## src/rtl/bps_pkg.sv

```systemverilog
package bps_pkg;

	// Image and arithmetic sizing.
	localparam int IMAGE_BYTES   = 65536;
	localparam int FRACTION_BITS = 8;
	localparam int ADDR_W        = $clog2(IMAGE_BYTES);
	localparam int COORD_W       = 20;
	localparam int INT_W         = COORD_W - FRACTION_BITS;
	localparam int STRIDE_W      = 16;
	localparam int WEIGHT_W      = FRACTION_BITS + 1;
	localparam int ROW_W         = 8 + FRACTION_BITS;
	localparam int SUM_W         = 8 + 2 * FRACTION_BITS;
	localparam int MUL_W         = (STRIDE_W + INT_W + 1 > ADDR_W) ?
		(STRIDE_W + INT_W + 1) : ADDR_W;
	localparam int NUM_CH        = 3;

	// Operation codes and register indexes.
	localparam logic OP_WRITE  = 1'b0;
	localparam logic OP_SAMPLE = 1'b1;
	localparam logic REG_CHANNEL_MODE = 1'b0;
	localparam logic REG_ROW_STRIDE   = 1'b1;
	localparam logic [STRIDE_W-1:0] STRIDE_RESET = 16'd256;

	typedef struct packed {
		logic                      operation;
		logic [15:0]               write_address;
		logic [7:0]                write_data;
		logic signed [COORD_W-1:0] coord_row;
		logic signed [COORD_W-1:0] coord_col;
	} bps_in_t;

	typedef struct packed {
		logic [7:0] channel_zero;
		logic [7:0] channel_one;
		logic [7:0] channel_two;
	} bps_out_t;

	// Third address stage, handed from address generation to memory and blend.
	typedef struct packed {
		logic                     valid;
		logic                     operation;
		logic                     mode;
		logic [ADDR_W-1:0]        wr_addr;
		logic [7:0]               wr_data;
		logic [FRACTION_BITS-1:0] fr;
		logic [FRACTION_BITS-1:0] fc;
		logic [ADDR_W-1:0]        a00;
		logic [ADDR_W-1:0]        a01;
		logic [ADDR_W-1:0]        a10;
		logic [ADDR_W-1:0]        a11;
	} bps_s3_t;

endpackage

```

## src/rtl/bps_blend.sv

```systemverilog
module bps_blend import bps_pkg::*; (
	input  logic       clk,
	input  logic       arst_n,
	input  logic       adv,
	input  bps_s3_t    s3,
	input  logic [7:0] tl [NUM_CH],
	input  logic [7:0] tr [NUM_CH],
	input  logic [7:0] bl [NUM_CH],
	input  logic [7:0] br [NUM_CH],
	output logic       out_valid,
	output bps_out_t   out_data
);

	localparam logic [WEIGHT_W-1:0] ONE = WEIGHT_W'(1) << FRACTION_BITS;

	logic                     v_s4, mode_s4, v_s5, mode_s5;
	logic [FRACTION_BITS-1:0] fr_s4, fc_s4, fr_s5;
	logic [ROW_W-1:0]         top_s5 [NUM_CH];
	logic [ROW_W-1:0]         bot_s5 [NUM_CH];
	logic [ROW_W-1:0]         top_c [NUM_CH];
	logic [ROW_W-1:0]         bot_c [NUM_CH];
	logic [SUM_W-1:0]         sum_c [NUM_CH];
	logic [WEIGHT_W-1:0]      wc0, wc1, wr0, wr1;

	always_ff @(posedge clk or negedge arst_n) begin
		if (!arst_n) begin
			v_s4 <= 1'b0;
			v_s5 <= 1'b0;
			out_valid <= 1'b0;
		end else if (adv) begin
			v_s4 <= s3.valid && (s3.operation == OP_SAMPLE);
			v_s5 <= v_s4;
			out_valid <= v_s5;
		end
	end

	// Stage four: weights ride alongside the pixels read from memory.
	always_ff @(posedge clk) begin
		if (adv) begin
			mode_s4 <= s3.mode;
			fr_s4   <= s3.fr;
			fc_s4   <= s3.fc;
		end
	end

	assign wc1 = WEIGHT_W'(fc_s4);
	assign wc0 = ONE - wc1;
	assign wr1 = WEIGHT_W'(fr_s5);
	assign wr0 = ONE - wr1;

	// Horizontal blend of each row, then vertical blend of the two rows.
	always_comb begin
		for (int c = 0; c < NUM_CH; c++) begin
			top_c[c] = ROW_W'(ROW_W'(tl[c]) * ROW_W'(wc0) + ROW_W'(tr[c]) * ROW_W'(wc1));
			bot_c[c] = ROW_W'(ROW_W'(bl[c]) * ROW_W'(wc0) + ROW_W'(br[c]) * ROW_W'(wc1));
			sum_c[c] = SUM_W'(SUM_W'(top_s5[c]) * SUM_W'(wr0)
				+ SUM_W'(bot_s5[c]) * SUM_W'(wr1));
		end
	end

	always_ff @(posedge clk) begin
		if (adv) begin
			mode_s5 <= mode_s4;
			fr_s5   <= fr_s4;
			for (int c = 0; c < NUM_CH; c++) begin
				top_s5[c] <= top_c[c];
				bot_s5[c] <= bot_c[c];
			end
		end
	end

	// Stage six: result register; upper channels read zero in grayscale.
	always_ff @(posedge clk) begin
		if (adv) begin
			out_data.channel_zero <= sum_c[0][SUM_W-1 -: 8];
			out_data.channel_one  <= mode_s5 ? sum_c[1][SUM_W-1 -: 8] : 8'd0;
			out_data.channel_two  <= mode_s5 ? sum_c[2][SUM_W-1 -: 8] : 8'd0;
		end
	end

endmodule

```

## config.mk

```make
export PLATFORM = sky130hd
export DESIGN_NAME = bps_blend
export DESIGN_NICKNAME = d
export VERILOG_FILES = /design/src/rtl/bps_pkg.sv /design/src/rtl/bps_blend.sv
export SDC_FILE = /design/constraint.sdc
export NUM_CORES = 2
export LEC_CHECK = 0
export ABC_CLOCK_PERIOD_IN_PS = 20100
export BUFFER_PORTS_ARGS = -buffer_cell sky130_fd_sc_hd__buf_4
export CORE_UTILIZATION = 65
export CTS_BUF_LIST = sky130_fd_sc_hd__clkbuf_2 sky130_fd_sc_hd__clkbuf_4 sky130_fd_sc_hd__clkbuf_8
export CTS_CLUSTER_SIZE = 10
export DETAILED_ROUTE_END_ITERATION = 16
export PLACE_DENSITY = 0.83
export SLEW_MARGIN = 40
export SYNTH_ARGS = -nofsm -noshare
export SYNTH_HDL_FRONTEND = slang
export SYNTH_SLANG_ARGS = --single-unit
```

## constraint.sdc

```tcl
create_clock -name clk -period 20.1 [get_ports clk]
set_clock_uncertainty 0.05 [all_clocks]
set_input_delay 4.02 -clock clk [delete_from_list [all_inputs] [get_ports clk]]
set_output_delay 4.02 -clock clk [all_outputs]
set_load 0.05 [all_outputs]
```

==> impl_results.md <==
* Outcome: finished, final reports clean
* CP required at 20390 ps
* Fmax achieved at 0.108 GHz
* Clock transition at path regs at 90 ps
* FP Rows at 107
* Post-Route Setup TNS at 0 ps
* Total grt overflow at 0
* Max-slew violation total from the final report at 0
* Fin crit share at 46.0%
* Fill cells at 6324
* Mapped cell area at 56500 µm²
* Initial Util at 66.0%
* Clock Latency Late Sink at 610 ps
* Max stage delay on crit path at 570 ps
* Detailed-route via count at 39800
* DRC errors left at 0
* Initial antenna violation count at 10
* Slew HR at 44.0%
* Overall routing resource usage at 31.4%
* Clk root buf: clkbuf_8
* Synthesis-to-layout area growth at 4.54%
* Die width at 297 µm
* Inserted Clock Buffers at 17
* Total clock sinks at 149
* Post-CTS Hold Fix Bufs at 0
* Primary FF master, synth: edfxtp_1
* Core Area at 85700 µm²
* Post-Syn Nets at 8199
* CP Capture Type: register
* Final #Nets at 8155
* Drt pass-1 iters at 5
* Min cycle time layout at 9250 ps
* Max-Cap Viols at 0
* Mapped Avg Cell Area at 9.22 µm²
* Routed len/inst at 18.0 µm
* Synth Instances at 6128
* Post-CTS setup buffer count at 0
* Utilization of the core after routing at 68.9%
* CP Max Fanout at 9
* Global-route wire length before repair at 220000 µm
* Final GP Congestion at 0.897
* Crit path kind: in -> reg
* DR vias/cell at 5.49
* Die area at 88100 µm²
* Hold WC Path Type: reg -> reg
* Post-Route WL at 130000 µm
* Most common cell after layout, fill and taps aside: inv_1
* CP Launch Type: primary input
* Largest net degree at the start of global routing at 90
* Yosys warning total at 0
* CTS tree: done
* Crit path top cell by count: fa_1
* Routed Antenna Nets at 0
* Chip height at 297 µm
* Fraction of registers with async set/reset at 2.01%
* CP arrival at 9530 ps
* Post-synth EDFFs at 146
* RSZ-0062 raised after global routing: no
* Clock Path Buffers at 2
* Register area share after synthesis at 7.89%
* Worst Tran Pin Value at 836 ps
* Initial DRC Count at 2603
* Commonest cells after routing, fill and taps aside: inv_1 (1699), fa_1 (1266), and2_1 (864)
* Slowest-stage cell, CP: fa_1
* Final hold vios at 0
* Synth cell types at 56
* IO Port Bufs at 142
* Setup-failing EPs final at 0
* DPL Wire Length at 104000 µm
* Post-synthesis register bit count at 149
* Post-CTS Resized at 0
* Critical path, cell by cell: buf_4 -> nand2_1 -> fa_1 -> inv_1 -> fa_1 -> fa_1 -> fa_1 -> inv_1 -> fa_1 -> fa_1 -> inv_1 -> ha_1 -> nand2_1 -> o21ai_0 -> a211oi_1 -> o31ai_1 -> a21oi_1 -> xnor2_1
* Layout cells sized above 1 at 4.10%
* H-tree level count at 4
* Vias in the first global route at 44300
* I/O pins at 231
[through the flow]
step / std cells / area [µm²] / hold slack, ps / setup WS (ps)
2_1_floorplan: 6128 / 56500 / 350 / 11060
3_3_place_gp: 7207 / 58500 / 354 / 10550
3_5_place_dp: 7209 / 58600 / 355 / 10390
4_1_cts: 7241 / 59000 / 377 / 10990
5_1_grt: 7248 / 59100 / 381 / 10630
6_report: 7249 / 59100 / 374 / 10850
[final timing paths]
kind	startpoint	endpoint	slack, ps	depth (start not counted)
min in group asynchronous	arst_n	v_s5	3160	1
worst min register to register	fr_s4[2]	fr_s5[2]	370	0
worst min-delay path	fr_s4[2]	fr_s5[2]	370	0
worst max register to register	fr_s5[1]	out_data[7]	11520	25
max in group asynchronous	arst_n	v_s4	16750	1
worst max-delay path	tl[17]	top_s5[0][15]	10850	18
[registers in the layout, indices dropped and copies added, names as in the netlist]
signal and flops:
bot_s5 48, top_s5 48, out_data 24, fc_s4 8
fr_s4 8, fr_s5 8, mode_s4 1, mode_s5 1
out_valid 1, v_s4 1, v_s5 1
[layout make-up]
type	instances	area, µm²	area share, %
antenna	8	20.0	0.0339
inverter	1699	6380	10.8
clock buffer	21	270	0.458
tap	1144	1430	2.42
multi-input combinational	4037	44900	76.1
clock inverter	11	199	0.337
timing repair buffer	180	1380	2.34
sequential	149	4460	7.55
[per-layer routing]
layer  part of all wire (%)  vias to the layer above  global-route usage [%]
met4                    3.8                        4                    12.0
met1                     39                    20300                    40.5
li1                       -                    17500                       -
met2                     50                     1612                    53.8
met5                  0.020                        -                       0
met3                    7.6                      313                    4.31
[cells by family (layout without fill, tap and decap cells)]
logic type	Yosys count	in the layout	synth area share, %
muxes	4	4	0.0753
and+or+nand+nor	1810	1810	16.2
xor gates and xnor gates	158	158	2.45
other	0	8	0
adders and majority gates	1865	1865	58.1
DFF	149	149	7.89
AOI/OAI and AO/OA	200	200	2.33
buffers and inverters	1942	1911	12.9
[synthesized netlist by cell type (all sizes together), types with 2 or more instances]
cell type,number,area (µm²)
ha,599,7490
xnor2,114,998
o21ai,32,160
xor2,44,385
edfxtp,146,4380
a31oi,3,18.8
nand3b,2,15.0
a2111oi,2,23.8
nand2,806,3030
o41ai,2,43.8
dfrtp,3,75.1
nand2b,3,18.8
o41a,2,22.5
a211oi,15,123
o31ai,7,52.6
or2,8,50.1
buf,47,178
nand3,23,115
mux2i,2,20.0
a21oi,73,369
a21o,28,211
o211ai,5,37.5
nor2,38,143
nor2b,7,43.8
a41oi,3,26.3
nor4,4,25.0
nor3b,3,27.5
fa,1266,25300
o21a,7,52.6
inv,1699,6380
a41o,2,20.0
or3,7,43.8
nor3,26,130
nand4,9,56.3
and3,7,43.8
o21bai,8,60.1
mux2,2,22.5
a31o,4,35.0
and2,864,5410
clkbuf,196,736
o31a,3,26.3
[worst max-delay path: cells and delay by family]
family | cells | cell delay, ps
AOI/OAI and AO/OA | 4 | 1200
xor gates and xnor gates | 1 | 380
adders and majority gates | 7 | 3450
and+or+nand+nor | 2 | 160
buffers and inverters | 4 | 310
Power is left out: the tool's default activity adds up to more than one toggle a clock period on the data nets, which glitch-free logic cannot reach.
