===== config.mk =====
export PLATFORM = sky130hd
export DESIGN_NAME = bps_addr
export DESIGN_NICKNAME = d
export VERILOG_FILES = /design/src/rtl/bps_pkg.sv /design/src/rtl/bps_addr.sv
export SDC_FILE = /design/constraint.sdc
export NUM_CORES = 1
export LEC_CHECK = 0
export BUFFER_PORTS_ARGS = -buffer_cell sky130_fd_sc_hd__buf_4
export CAP_MARGIN = 20
export CORE_MARGIN = 2
export CORE_UTILIZATION = 51
export CTS_BUF_LIST = sky130_fd_sc_hd__clkbuf_2
export CTS_CLUSTER_SIZE = 24
export DETAILED_ROUTE_END_ITERATION = 8
export PLACE_DENSITY = 0.76
export SLEW_MARGIN = 20
export SYNTH_ARGS = -nofsm -noshare
export SYNTH_HDL_FRONTEND = slang
export SYNTH_SLANG_ARGS = --single-unit

===== constraint.sdc =====
create_clock -name clk -period 6.7 [get_ports clk]
set_clock_uncertainty 0.2 [all_clocks]
set_input_delay 0.67 -clock clk [delete_from_list [all_inputs] [get_ports clk]]
set_output_delay 0.67 -clock clk [all_outputs]
set_load 0.01 [all_outputs]

===== src/rtl/bps_pkg.sv =====
package bps_pkg;

	// Image and arithmetic sizing.
	localparam int IMAGE_BYTES   = 65536;
	localparam int FRACTION_BITS = 8;
	localparam int ADDR_W        = $clog2(IMAGE_BYTES);
	localparam int COORD_W       = 20;
	localparam int INT_W         = COORD_W - FRACTION_BITS;
	localparam int STRIDE_W      = 16;
	localparam int WEIGHT_W      = FRACTION_BITS + 1;
	localparam int ROW_W         = 8 + FRACTION_BITS;
	localparam int SUM_W         = 8 + 2 * FRACTION_BITS;
	localparam int MUL_W         = (STRIDE_W + INT_W + 1 > ADDR_W) ?
		(STRIDE_W + INT_W + 1) : ADDR_W;
	localparam int NUM_CH        = 3;

	// Operation codes and register indexes.
	localparam logic OP_WRITE  = 1'b0;
	localparam logic OP_SAMPLE = 1'b1;
	localparam logic REG_CHANNEL_MODE = 1'b0;
	localparam logic REG_ROW_STRIDE   = 1'b1;
	localparam logic [STRIDE_W-1:0] STRIDE_RESET = 16'd256;

	typedef struct packed {
		logic                      operation;
		logic [15:0]               write_address;
		logic [7:0]                write_data;
		logic signed [COORD_W-1:0] coord_row;
		logic signed [COORD_W-1:0] coord_col;
	} bps_in_t;

	typedef struct packed {
		logic [7:0] channel_zero;
		logic [7:0] channel_one;
		logic [7:0] channel_two;
	} bps_out_t;

	// Third address stage, handed from address generation to memory and blend.
	typedef struct packed {
		logic                     valid;
		logic                     operation;
		logic                     mode;
		logic [ADDR_W-1:0]        wr_addr;
		logic [7:0]               wr_data;
		logic [FRACTION_BITS-1:0] fr;
		logic [FRACTION_BITS-1:0] fc;
		logic [ADDR_W-1:0]        a00;
		logic [ADDR_W-1:0]        a01;
		logic [ADDR_W-1:0]        a10;
		logic [ADDR_W-1:0]        a11;
	} bps_s3_t;

endpackage


===== src/rtl/bps_addr.sv =====
module bps_addr import bps_pkg::*; (
	input  logic                clk,
	input  logic                arst_n,
	input  logic                adv,
	input  logic                in_valid,
	input  bps_in_t             in_data,
	input  logic                mode,
	input  logic [STRIDE_W-1:0] stride,
	output bps_s3_t             s3
);

	logic                 v_s1, op_s1;
	logic [ADDR_W-1:0]    wa_s1;
	logic [7:0]           wd_s1;
	logic [COORD_W-1:0]   ar_s1, ac_s1;
	logic [COORD_W-1:0]   ar_in, ac_in;

	logic                     v_s2, op_s2, mode_s2;
	logic [ADDR_W-1:0]        wa_s2;
	logic [7:0]               wd_s2;
	logic [FRACTION_BITS-1:0] fr_s2, fc_s2;
	logic [ADDR_W-1:0]        r0_s2, r1_s2, c0_s2, c1_s2;

	logic [INT_W:0]   ir0, ir1, ic0, ic1;
	logic [MUL_W-1:0] r0_p, r1_p, c0_p, c1_p;

	// Absolute values of the coordinates; the most negative value stays exact.
	assign ar_in = in_data.coord_row[COORD_W-1] ? (~in_data.coord_row + 1'b1)
		: in_data.coord_row;
	assign ac_in = in_data.coord_col[COORD_W-1] ? (~in_data.coord_col + 1'b1)
		: in_data.coord_col;

	always_ff @(posedge clk or negedge arst_n) begin
		if (!arst_n) begin
			v_s1 <= 1'b0;
			v_s2 <= 1'b0;
		end else if (adv) begin
			v_s1 <= in_valid;
			v_s2 <= v_s1;
		end
	end

	// Stage one: capture the beat and fold the coordinates.
	always_ff @(posedge clk) begin
		if (adv) begin
			op_s1 <= in_data.operation;
			wa_s1 <= ADDR_W'(in_data.write_address);
			wd_s1 <= in_data.write_data;
			ar_s1 <= ar_in;
			ac_s1 <= ac_in;
		end
	end

	// Integer neighbors; the upper one steps only when a fraction is present.
	assign ir0 = {1'b0, ar_s1[COORD_W-1:FRACTION_BITS]};
	assign ic0 = {1'b0, ac_s1[COORD_W-1:FRACTION_BITS]};
	assign ir1 = ir0 + (INT_W+1)'(|ar_s1[FRACTION_BITS-1:0]);
	assign ic1 = ic0 + (INT_W+1)'(|ac_s1[FRACTION_BITS-1:0]);

	// Row offsets multiply by the stride, column offsets by one or three.
	assign r0_p = MUL_W'(stride) * MUL_W'(ir0);
	assign r1_p = MUL_W'(stride) * MUL_W'(ir1);
	assign c0_p = mode ? ((MUL_W'(ic0) << 1) + MUL_W'(ic0)) : MUL_W'(ic0);
	assign c1_p = mode ? ((MUL_W'(ic1) << 1) + MUL_W'(ic1)) : MUL_W'(ic1);

	// Stage two: products, reduced to the memory address width.
	always_ff @(posedge clk) begin
		if (adv) begin
			op_s2   <= op_s1;
			mode_s2 <= mode;
			wa_s2   <= wa_s1;
			wd_s2   <= wd_s1;
			fr_s2   <= ar_s1[FRACTION_BITS-1:0];
			fc_s2   <= ac_s1[FRACTION_BITS-1:0];
			r0_s2   <= r0_p[ADDR_W-1:0];
			r1_s2   <= r1_p[ADDR_W-1:0];
			c0_s2   <= c0_p[ADDR_W-1:0];
			c1_s2   <= c1_p[ADDR_W-1:0];
		end
	end

	// Stage three: the four corner base addresses, wrapping naturally.
	always_ff @(posedge clk or negedge arst_n) begin
		if (!arst_n) begin
			s3 <= '0;
		end else if (adv) begin
			s3.valid     <= v_s2;
			s3.operation <= op_s2;
			s3.mode      <= mode_s2;
			s3.wr_addr   <= wa_s2;
			s3.wr_data   <= wd_s2;
			s3.fr        <= fr_s2;
			s3.fc        <= fc_s2;
			s3.a00       <= r0_s2 + c0_s2;
			s3.a01       <= r0_s2 + c1_s2;
			s3.a10       <= r1_s2 + c0_s2;
			s3.a11       <= r1_s2 + c1_s2;
		end
	end

endmodule


==> insert_results.sql, run 1 <==
INSERT INTO impl_metrics (metric_group, metric, value, unit) VALUES
('sta', 'slew_headroom', '45.7', '%'),
('place', 'post-place-cells', '2659', ''),
('clocking', 'clock_tree.htree_level_count', '3', ''),
('logic_synthesis', 'synth.ff_latch_count', '277', ''),
('finish', 'final-instance-count-excl-fill', '2884', ''),
('sta', 'post-route-period-util', '95.4', '%'),
('finish', 'nets', '2709', ''),
('run', 'max_cap_viol_count', '0', ''),
('finish', 'post_route_cells_drive_above_1_share', '18.4', '%'),
('sta', 'setup_repair_after_global_routing_missed_its_margin', 'no', ''),
('logic_synthesis', 'synth_edf_count', '168', ''),
('logic_synthesis', 'avg_inst_size_synth', '10.7', 'um^2'),
('clocking', 'count_of_clock_tree_sinks', '277', ''),
('logic_synthesis', 'ys_types', '72', ''),
('power_and_ir_drop', 'finalPower', '11.2', 'mW'),
('routing', 'initialDrtViolationCount', '911', ''),
('grt', 'groute.usage.overall', '23.4', '%'),
('routing', 'detail-route-antenna-nets', '0', ''),
('status', 'status', 'completed', ''),
('clocking', 'worstSkewPairLatency', '0.95', 'ns'),
('routing', 'detail_route.wirelength', '49400', 'um'),
('logic_synthesis', 'synthesis.area', '0.0212', 'mm^2'),
('grt', 'overall_overflow_remaining_after_global_route', '0', ''),
('place', 'numPortBuffers', '192', ''),
('clocking', 'cts_root_buf', 'clkbuf_2', ''),
('grt', 'grt_antenna_before_repair', '1', ''),
('logic_synthesis', 'synth-warning-count', '0', ''),
('die', 'core_region_area', '0.0409', 'mm^2'),
('sta', 'min_period', '6.39', 'ns'),
('sta', 'tightest_slew', '0.794', 'ns'),
('logic_synthesis', 'top_count_cell_post_synth', 'inv_1', ''),
('critical_path', 'cp-start-kind', 'flop', ''),
('routing', 'route.detailed.wl_per_inst', '17.1', 'um'),
('critical_path', 'critical_path_class', 'reg -> reg', ''),
('clocking', 'cts_tree', 'done', ''),
('power_and_ir_drop', 'static_leakage', '11.4', 'nW'),
('clocking', 'clock_pin_transition_on_the_worst_setup_and_hold_timing_paths', '0.11', 'ns'),
('die', 'die_h', '208', 'um'),
('routing', 'vias_per_cell', '5.36', ''),
('grt', 'grt_pass1_wl', '81100', 'um'),
('clocking', 'ctsLongestPathBuffers', '3', ''),
('power_and_ir_drop', 'power_density', '449', 'mW/mm^2'),
('routing', 'drt_pre_antenna_iters', '5', ''),
('critical_path', 'cp_data_arrival_time', '6.85', 'ns'),
('logic_synthesis', 'postSynthCellCount', '1986', ''),
('logic_synthesis', 'async_flop_share', '39.4', '%'),
('sta', 'setup_viol', '0', ''),
('logic_synthesis', 'dominantRegCellSynth', 'edfxtp_1', ''),
('logic_synthesis', 'seq_area_frac_synth', '36.7', '%'),
('finish', 'area.growth.synth_to_final', '17.5', '%'),
('clocking', 'cts_made_buffers', '72', ''),
('place', 'place.gp.congestion', '0.905', ''),
('sta', 'fin_hold_ws', '0.150', 'ns'),
('sta', 'final-hold-violation-count', '0', ''),
('die', 'floorplan.initialDensity', '51.8', '%'),
('routing', 'num_vias', '15400', ''),
('critical_path', 'cp_max_fo', '6', ''),
('worst_hold_path', 'worst_hold_path_type', 'in -> async', ''),
('place', 'hpwl', '36600', 'um'),
('logic_synthesis', 'synthDominantAreaCellType', 'edfxtp_1', ''),
('critical_path', 'data_required_time_of_the_worst_path', '7.16', 'ns'),
('sta', 'total_negative_setup_slacks', '0', 'ns'),
('sta', 'maxClockFrequency', '0.156', 'GHz'),
('power_and_ir_drop', 'worst_voltage_drop_across_the_vdd_grid', '0.357', 'mV'),
('logic_synthesis', 'synth.top_cells.by_area', 'edfxtp_1 24%, fa_1 16%, dfrtp_1 13%, ha_1 9.4%, xnor2_1 4.9%', ''),
('die', 'die-area', '0.0432', 'mm^2'),
('grt', 'grt_start_max_net_pins', '125', ''),
('logic_synthesis', 'post_synth_top_area_share', '23.8', '%'),
('logic_synthesis', 'ys_top_cells_by_count', '264 x inv_1, 248 x nand2_1, 168 x edfxtp_1', ''),
('routing', 'drc_errors', '0', ''),
('grt', 'grt_pass1_vias', '16300', ''),
('die', 'placement_rows', '74', ''),
('die', 'fp.dieW', '208', 'um'),
('critical_path', 'endpoint_kind', 'flop', ''),
('sta', 'final_max_slew_viol_count', '0', ''),
('logic_synthesis', 'syn_nets', '2398', ''),
('die', 'io-pin-count', '193', '');
final timing paths:
path	from	end	slack, ns	cells after the start
hold reg to reg	wd_s1[1]$_DFFE_PP_	wd_s2[1]$_DFFE_PP_	0.23	0
hold / removal	arst_n	s3[89]$_DFFE_PN0P_	0.15	2
setup reg to reg	ar_s1[3]$_DFFE_PP_	r1_s2[15]$_DFFE_PP_	0.31	20
max in group asynchronous	arst_n	s3[6]$_DFFE_PN0P_	4.82	3
setup / recovery	ar_s1[3]$_DFFE_PP_	r1_s2[15]$_DFFE_PP_	0.31	20
min in group clk	wd_s1[1]$_DFFE_PP_	wd_s2[1]$_DFFE_PP_	0.23	0
stage by stage:
step                area, um^2  utilization (%)  setup WS [ns]
finish                   24900             60.8          0.309
floorplan                21200                -          0.587
global route             24900             60.8         0.0405
detailed placement       23200             56.6         0.0765
CTS                      24800             60.7         0.0183
global placement         23200             56.6          0.244
worst max-delay path, stage by stage (launching register included):
cell	delay, ns
edfxtp_1	0.42
nor4_2	0.31
nand2_1	0.15
ha_2	0.23
ha_2	0.24
nand3_1	0.13
xor2_2	0.29
nand2b_1	0.17
fa_1	0.45
fa_1	0.55
inv_1	0.06
fa_1	0.50
fa_1	0.54
inv_1	0.05
fa_1	0.52
inv_1	0.04
ha_1	0.36
nor2b_1	0.16
a41o_1	0.22
o22ai_1	0.17
xnor3_1	0.35
per-layer routing:
layer  up-vias  routed length, um  track usage (%)
met2       467              24600             40.2
met1      7566              20700             29.9
li1       7312                  -                -
met3        99               2750             4.16
met5         -                  0                0
met4         0               1310             8.24
registers in the layout (all words and copies together) (netlist names):
register	flops
c1_s2	15
v_s2	1
ar_s1	20
wa_s1	16
r1_s2	16
s3	107
mode_s2	1
fr_s2	8
wd_s2	8
wd_s1	8
v_s1	1
op_s1	1
wa_s2	16
r0_s2	16
ac_s1	20
op_s2	1
c0_s2	14
fc_s2	8
layout make-up:
| class | instances | area [um^2] |
|---|---|---|
| flip-flops and latches | 277 | 7770 |
| well taps | 532 | 666 |
| repair buffers | 303 | 2530 |
| fillers | 3334 | 16000 |
| multi-input cells | 1378 | 12200 |
| clock buffers | 107 | 536 |
| inverters | 265 | 995 |
| diodes | 1 | 2.50 |
| clock inverters | 21 | 148 |
report_power, final:
| part | internal [mW] | switching, mW |
|---|---|---|
| combinational | 3.41 | 3.78 |
| clock | 0.506 | 0.682 |
| sequential | 2.49 | 0.314 |
cell families (layout without fill, tap and decap cells):
logic type | Yosys count | after routing | share of synthesized area [%]
multiplexers | 86 | 86 | 4.57
AO/OA/AOI/OAI | 275 | 275 | 8.86
other | 0 | 1 | 0
adder cells (fa/ha/maj) | 326 | 326 | 25.1
flip-flops | 277 | 277 | 36.7
AND/OR/NAND/NOR | 537 | 537 | 12.2
buffers and inverters | 331 | 696 | 5.89
XOR/XNOR | 154 | 154 | 6.67
cells in the final DEF, fill, tap and decap left out, types with 6 or more instances in the layout:
cell type	n
inv_1	264
nand2_1	247
buf_4	206
edfxtp_1	168
fa_1	166
ha_1	158
xnor2_1	115
dfrtp_1	109
clkbuf_2	107
dlygate4sd3_1	95
and2_1	85
mux2_2	81
nor2_1	60
a21oi_1	57
o21ai_1	37
a21o_1	34
xor2_1	27
o31ai_1	25
nand3_1	24
o21ai_0	24
nor2b_1	23
nand2b_1	20
o21a_1	17
nor3_1	16
or3_1	13
a21boi_1	12
clkinv_1	12
and3_1	10
nand3b_1	9
o41ai_1	8
xnor2_2	6
clkinv_2	6
repair_timing:
item | 4_1_cts | 5_1_grt
endpoints found under the setup margin | 1 | 3
setup buffers | 0 | 1
gates resized for setup | 2 | 11
hold buffers | 95 | 0
pin swaps | 0 | 1
hold endpoints to repair | 178 | 0
Note: power is estimated with default switching activity, not from simulation.
==> run 2, diff against run 1 <==
--- a/config.mk
+++ b/config.mk
@@ -7,7 +7,6 @@
 export LEC_CHECK = 0
 export BUFFER_PORTS_ARGS = -buffer_cell sky130_fd_sc_hd__buf_4
 export CAP_MARGIN = 20
-export CORE_MARGIN = 2
 export CORE_UTILIZATION = 51
 export CTS_BUF_LIST = sky130_fd_sc_hd__clkbuf_2
 export CTS_CLUSTER_SIZE = 24
==> insert_results.sql, run 2 (same netlist as run 1, synthesis figures left out) <==
INSERT INTO impl_metrics (metric_group, metric, value, unit) VALUES
('die', 'placement_rows', '74', ''),
('sta', 'total_negative_setup_slacks', '0', 'ns'),
('routing', 'drt_pre_antenna_iters', '5', ''),
('critical_path', 'endpoint_kind', 'flop', ''),
('sta', 'setup_viol', '0', ''),
('critical_path', 'worst_path_dominant_cell_family', 'adder cells', ''),
('power_and_ir_drop', 'power_density', '453', 'mW/mm^2'),
('place', 'place.gp.congestion', '0.895', ''),
('place', 'numPortBuffers', '192', ''),
('place', 'hpwl', '36200', 'um'),
('routing', 'num_vias', '15400', ''),
('sta', 'min_period', '6.33', 'ns'),
('power_and_ir_drop', 'power.share.sequential', '24.9', '%'),
('finish', 'layout.cells.most_common_list', '264 x inv_1, 247 x nand2_1, 204 x buf_4', ''),
('routing', 'initialDrtViolationCount', '934', ''),
('routing', 'detail-route-antenna-nets', '0', ''),
('grt', 'grt_pass1_wl', '77800', 'um'),
('grt', 'groute.usage.overall', '23.4', '%'),
('clocking', 'clock_tree.htree_level_count', '3', ''),
('sta', 'final_max_slew_viol_count', '0', ''),
('clocking', 'cts_root_buf', 'clkbuf_2', ''),
('worst_hold_path', 'worst_hold_path_type', 'in -> reg', ''),
('clocking', 'worstSkewPairLatency', '0.95', 'ns'),
('finish', 'area.growth.synth_to_final', '17.5', '%'),
('power_and_ir_drop', 'switching_fraction', '42.5', '%'),
('die', 'floorplan.initialDensity', '51.8', '%'),
('sta', 'slew_headroom', '33.4', '%'),
('sta', 'post-route-period-util', '94.4', '%'),
('die', 'die-area', '0.0424', 'mm^2'),
('die', 'core_region_area', '0.0409', 'mm^2'),
('power_and_ir_drop', 'worst_voltage_drop_across_the_vdd_grid', '0.340', 'mV'),
('finish', 'top_regs', 's3: 107 flops, ac_s1: 20 flops, ar_s1: 20 flops', ''),
('clocking', 'clock_pin_transition_on_the_worst_setup_and_hold_timing_paths', '0.12', 'ns'),
('critical_path', 'critical_path.cell_chain', 'nor4_2 > nand2_1 > ha_1 > ha_2 > nand3_1 > xor2_2 > nand2b_1 > fa_1 > fa_1 > inv_1 > fa_1 > fa_1 > inv_1 > fa_1 > inv_1 > ha_1 > nor2b_1 > a41o_1 > o22ai_1 > xnor3_1', ''),
('finish', 'post_route_cells_drive_above_1_share', '18.3', '%'),
('critical_path', 'critPathSlowestCell', 'fa_1', ''),
('power_and_ir_drop', 'switchingPower', '4.78', 'mW'),
('die', 'io-pin-count', '193', ''),
('status', 'status', 'completed', ''),
('grt', 'overall_overflow_remaining_after_global_route', '0', ''),
('routing', 'vias_per_cell', '5.37', ''),
('critical_path', 'data_required_time_of_the_worst_path', '7.19', 'ns'),
('grt', 'grt_antenna_before_repair', '1', ''),
('run', 'max_cap_viol_count', '0', ''),
('finish', 'registers.top_by_ff_count', 's3', ''),
('die', 'fp.dieW', '206', 'um'),
('sta', 'maxClockFrequency', '0.158', 'GHz'),
('critical_path', 'critical_path.n_buffers_inverters', '3', ''),
('critical_path', 'max_incr_delay_on_cp', '0.55', 'ns'),
('clocking', 'count_of_clock_tree_sinks', '277', ''),
('clocking', 'ctsLongestPathBuffers', '3', ''),
('clocking', 'cts_tree', 'done', ''),
('place', 'post-place-ws', '0.0853', 'ns'),
('power_and_ir_drop', 'comb_power_share', '63.7', '%'),
('power_and_ir_drop', 'power.internal', '6.48', 'mW'),
('clocking', 'cts_made_buffers', '71', ''),
('critical_path', 'cp-start-kind', 'flop', ''),
('sta', 'final.setup.worst_slack', '0.373', 'ns'),
('grt', 'grt_pass1_vias', '16000', ''),
('routing', 'route.detailed.wl_per_inst', '17.0', 'um'),
('power_and_ir_drop', 'static_leakage', '11.4', 'nW'),
('grt', 'grt_start_max_net_pins', '172', ''),
('critical_path', 'critical_path_class', 'reg -> reg', ''),
('power_and_ir_drop', 'power.clock.fraction', '11.4', '%'),
('routing', 'drc_errors', '0', ''),
('finish', 'final_cell_area', '0.0249', 'mm^2'),
('critical_path', 'most_frequent_cell_on_the_critical_path', 'fa_1', ''),
('critical_path', 'cp_data_arrival_time', '6.82', 'ns'),
('routing', 'detail_route.wirelength', '48800', 'um'),
('clocking', 'post-cts-setup-buffers', '0', ''),
('finish', 'nets', '2701', ''),
('finish', 'largest_register_ff_count', '107', ''),
('place', 'placement.cell_area', '0.0232', 'mm^2'),
('finish', 'final_common_cell', 'inv_1', ''),
('sta', 'tightest_slew', '0.999', 'ns'),
('critical_path', 'cp_max_fo', '6', ''),
('sta', 'setup_repair_after_global_routing_missed_its_margin', 'no', ''),
('die', 'die_h', '206', 'um'),
('sta', 'final-hold-violation-count', '0', '');
==> run 2: changes by cell type in the layout (fill, tap and decap cells not counted), sizes merged <==
cell | before | now
buf | 208 | 206
bufinv | 2 | 4
clkinv | 19 | 16
clkinvlp | 1 | 3
dlygate4sd3 | 95 | 90
==> run 2: cell type report <==
class                      instances  area [um^2]
fill                            3334        16000
multi-input combinational       1378        12200
sequential                       277         7770
timing repair buffer             296         2470
inverter                         265          995
tap                              532          666
clock buffer                     107          536
clock inverter                    22          206
antenna                            1         2.50
==> run 2: path summary, 6_finish.rpt <==
path	cells after the start	start	end	slack [ns]
worst max-delay path	20	ar_s1[3]$_DFFE_PP_	r1_s2[15]$_DFFE_PP_	0.37
worst min-delay path	1	adv	wa_s2[11]$_DFFE_PP_	0.07
worst max register to register	20	ar_s1[3]$_DFFE_PP_	r1_s2[15]$_DFFE_PP_	0.37
worst min register to register	0	op_s1$_DFFE_PP_	op_s2$_DFFE_PP_	0.19
max in group asynchronous	3	arst_n	s3[6]$_DFFE_PN0P_	4.86
min in group asynchronous	2	arst_n	s3[24]$_DFFE_PN0P_	0.16
==> run 2: repair_timing <==
item                       CTS  global route
setup endpoints to repair    0             1
hold buffers                90             0
hold endpoints to repair   140             0
resized for setup            0            11
==> run 2: worst reg2reg max path, cell delays in order (launching register included) <==
cell	delay, ns
edfxtp_1	0.42
nor4_2	0.31
nand2_1	0.17
ha_1	0.26
ha_2	0.25
nand3_1	0.13
xor2_2	0.30
nand2b_1	0.17
fa_1	0.45
fa_1	0.55
inv_1	0.06
fa_1	0.50
fa_1	0.55
inv_1	0.06
fa_1	0.53
inv_1	0.04
ha_1	0.35
nor2b_1	0.16
a41o_1	0.22
o22ai_1	0.16
xnor3_1	0.33
==> run 2: through the flow <==
step                utilization (%)  hold WS [ns]  total power [mW]  instances
floorplan                         -         0.174              8.05       1986
global placement               56.6         0.201              9.65       2658
detailed placement             56.6         0.206              9.93       2658
CTS                            60.6       0.00871              11.3       2877
global route                   60.8        0.0255              12.3       2878
finish                         60.8        0.0675              11.3       2878
==> run 2: routing by layer <==
layer / share of wire [%] / GRT usage [%]
met5: 0 / 0
met4: 2.6 / 8.35
met3: 5.9 / 4.47
met2: 49 / 39.8
met1: 42 / 29.7
==> run 2: power by group through the flow <==
stage | clock network, mW | registers, mW | logic [mW]
finish | 1.28 | 2.80 | 7.18
global route | 1.40 | 2.84 | 8.07
CTS | 1.33 | 2.79 | 7.19
detailed placement | 0 | 2.83 | 7.10
global placement | 0 | 2.82 | 6.83
floorplan | 0 | 2.80 | 5.25
==> run 3, diff against run 2 <==
--- a/config.mk
+++ b/config.mk
@@ -11,7 +11,7 @@
 export CTS_BUF_LIST = sky130_fd_sc_hd__clkbuf_2
 export CTS_CLUSTER_SIZE = 24
 export DETAILED_ROUTE_END_ITERATION = 8
-export PLACE_DENSITY = 0.76
+export PLACE_DENSITY = 0.66
 export SLEW_MARGIN = 20
 export SYNTH_ARGS = -nofsm -noshare
 export SYNTH_HDL_FRONTEND = slang
==> insert_results.sql, run 3 (same netlist as run 1, synthesis figures left out) <==
INSERT INTO impl_metrics (metric_group, metric, value, unit) VALUES
('finish', 'final-instance-count-excl-fill', '2891', ''),
('sta', 'tightest_slew', '0.899', 'ns'),
('die', 'die-area', '0.0424', 'mm^2'),
('critical_path', 'cp_max_fo', '9', ''),
('sta', 'final_max_slew_viol_count', '0', ''),
('grt', 'grt_start_max_net_pins', '90', ''),
('grt', 'overall_overflow_remaining_after_global_route', '0', ''),
('clocking', 'clock_tree.htree_level_count', '3', ''),
('clocking', 'ctsLongestPathBuffers', '3', ''),
('routing', 'vias_per_cell', '5.27', ''),
('critical_path', 'cp_data_arrival_time', '6.79', 'ns'),
('finish', 'layout.cells.most_common_list', '264 x inv_1, 248 x nand2_1, 207 x buf_4', ''),
('run', 'max_cap_viol_count', '0', ''),
('power_and_ir_drop', 'switching_fraction', '42.4', '%'),
('grt', 'groute.usage.overall', '23.4', '%'),
('finish', 'area.growth.synth_to_final', '17.7', '%'),
('power_and_ir_drop', 'switchingPower', '4.72', 'mW'),
('critical_path', 'endpoint_kind', 'flop', ''),
('finish', 'registers.top_by_ff_count', 's3', ''),
('critical_path', 'critical_path_class', 'reg -> reg', ''),
('routing', 'detail-route-antenna-nets', '0', ''),
('finish', 'final_common_cell', 'inv_1', ''),
('die', 'placement_rows', '74', ''),
('routing', 'num_vias', '15200', ''),
('grt', 'grt_antenna_before_repair', '2', ''),
('sta', 'final-hold-violation-count', '0', ''),
('sta', 'slew_headroom', '40.1', '%'),
('critical_path', 'critPathSlowestCell', 'edfxtp_1', ''),
('clocking', 'count_of_clock_tree_sinks', '277', ''),
('die', 'io-pin-count', '193', ''),
('critical_path', 'critical_path.cell_chain', 'and4_1 > and3_1 > nand2_1 > xnor2_2 > nand2_1 > fa_1 > fa_1 > inv_1 > fa_1 > fa_1 > inv_1 > fa_1 > inv_1 > ha_1 > nor2b_1 > a41o_1 > o22ai_1 > xnor3_1', ''),
('power_and_ir_drop', 'power.share.sequential', '25.2', '%'),
('sta', 'post-route-period-util', '94.8', '%'),
('critical_path', 'data_required_time_of_the_worst_path', '7.14', 'ns'),
('critical_path', 'most_frequent_cell_on_the_critical_path', 'fa_1', ''),
('sta', 'total_negative_setup_slacks', '0', 'ns'),
('worst_hold_path', 'worst_hold_path_type', 'in -> async', ''),
('clocking', 'worstSkewPairLatency', '0.94', 'ns'),
('routing', 'drt_pre_antenna_iters', '7', ''),
('critical_path', 'max_incr_delay_on_cp', '0.58', 'ns'),
('finish', 'nets', '2714', ''),
('place', 'hpwl', '35600', 'um'),
('sta', 'min_period', '6.35', 'ns'),
('power_and_ir_drop', 'static_leakage', '11.4', 'nW'),
('power_and_ir_drop', 'power.internal', '6.40', 'mW'),
('place', 'post-place-cells', '2660', ''),
('clocking', 'cts_made_buffers', '76', ''),
('sta', 'maxClockFrequency', '0.157', 'GHz'),
('die', 'die_h', '206', 'um'),
('grt', 'grt_pass1_wl', '77800', 'um'),
('routing', 'drc_errors', '0', ''),
('power_and_ir_drop', 'power_density', '446', 'mW/mm^2'),
('clocking', 'cts_tree', 'done', ''),
('routing', 'initialDrtViolationCount', '821', ''),
('routing', 'route.detailed.wl_per_inst', '16.8', 'um'),
('finish', 'largest_register_ff_count', '107', ''),
('power_and_ir_drop', 'worst_voltage_drop_across_the_vdd_grid', '0.634', 'mV'),
('power_and_ir_drop', 'power.clock.fraction', '11.2', '%'),
('finish', 'post_route_cells_drive_above_1_share', '18.4', '%'),
('die', 'floorplan.initialDensity', '51.8', '%'),
('critical_path', 'cp-start-kind', 'flop', ''),
('routing', 'detail_route.wirelength', '48500', 'um'),
('die', 'core_region_area', '0.0409', 'mm^2'),
('grt', 'grt_pass1_vias', '15600', ''),
('clocking', 'post-cts-setup-buffers', '0', ''),
('place', 'numPortBuffers', '192', ''),
('finish', 'top_regs', 's3: 107 flops, ac_s1: 20 flops, ar_s1: 20 flops', ''),
('sta', 'setup_viol', '0', ''),
('status', 'status', 'completed', ''),
('clocking', 'cts_root_buf', 'clkbuf_2', ''),
('power_and_ir_drop', 'comb_power_share', '63.6', '%'),
('place', 'place.gp.congestion', '0.908', ''),
('clocking', 'clock_pin_transition_on_the_worst_setup_and_hold_timing_paths', '0.10', 'ns'),
('die', 'fp.dieW', '206', 'um');
-- run 3: changes by cell type in the layout (fill, tap and decap cells not counted), sizes merged --
cell and delta:
dlygate4sd3 +5, buf +3, clkinv +3, bufinv -2
clkbuf +2, inv +2, clkinvlp -1, diode +1
-- run 3: metal layers --
layer	wire, um	part of all wire (%)	up-vias	GRT usage, %
li1	-	-	7322	-
met1	20500	42	7459	29.2
met2	24400	50	340	40.1
met3	2070	4.3	101	4.01
met4	1510	3.1	0	9.32
met5	0	0	-	0
-- run 3: final timing paths --
path                                      from                  end  slack (ns)  cells after the start
setup / recovery           ar_s1[10]$_DFFE_PP_  r1_s2[15]$_DFFE_PP_        0.35                     18
hold / removal                          arst_n   s3[49]$_DFFE_PN0P_        0.14                      2
setup reg to reg           ar_s1[10]$_DFFE_PP_  r1_s2[15]$_DFFE_PP_        0.35                     18
hold reg to reg             wa_s1[6]$_DFFE_PP_   wa_s2[6]$_DFFE_PP_        0.22                      0
max in group asynchronous               arst_n   s3[74]$_DFFE_PN0P_        4.80                      3
min in group clk                     stride[1]   r0_s2[1]$_DFFE_PP_        0.21                      3
-- run 3: final cells by class --
type                            count  area [um^2]
Clock buffer                      109          546
Tap cell                          532          666
Antenna cell                        2         5.00
Multi-Input combinational cell   1378        12200
Inverter                          265          995
Fill cell                        3436        16000
Sequential cell                   277         7770
Timing Repair Buffer              304         2550
Clock inverter                     24          170
-- run 3: what timing repair did --
action,in CTS,in global routing
gates resized for setup,0,10
endpoints found under the setup margin,0,2
hold buffers,95,0
hold endpoints to repair,182,0
-- run 3: critical path: cells and delay by family (launching register included) --
family | cells | cell delay (ns)
buffers and inverters | 3 | 0.14
AO/OA/AOI/OAI | 2 | 0.36
adder cells (fa/ha/maj) | 6 | 2.89
XOR/XNOR | 2 | 0.84
flip-flops | 1 | 0.58
AND/OR/NAND/NOR | 5 | 1.00
-- run 3: power by group through the flow --
stage                     Clock (mW)  Sequential (mW)  Combinational, mW
after floorplan                    0             2.80               5.25
after global placement             0             2.83               6.83
after detailed placement           0             2.84               6.98
after CTS                       1.30             2.81               7.10
after global routing            1.40             2.85               8.00
final                           1.25             2.80               7.07
-- run 3: through the flow --
step	util [%]	area (um^2)	total power [mW]	setup slack [ns]	hold WS (ns)
after floorplan	-	21200	8.05	0.587	0.174
after global placement	56.6	23200	9.66	0.230	0.201
after detailed placement	56.6	23200	9.82	0.102	0.205
after CTS	60.7	24800	11.2	0.0788	0.0532
after global routing	60.9	24900	12.2	-0.0114	0.102
final	60.9	24900	11.1	0.347	0.137
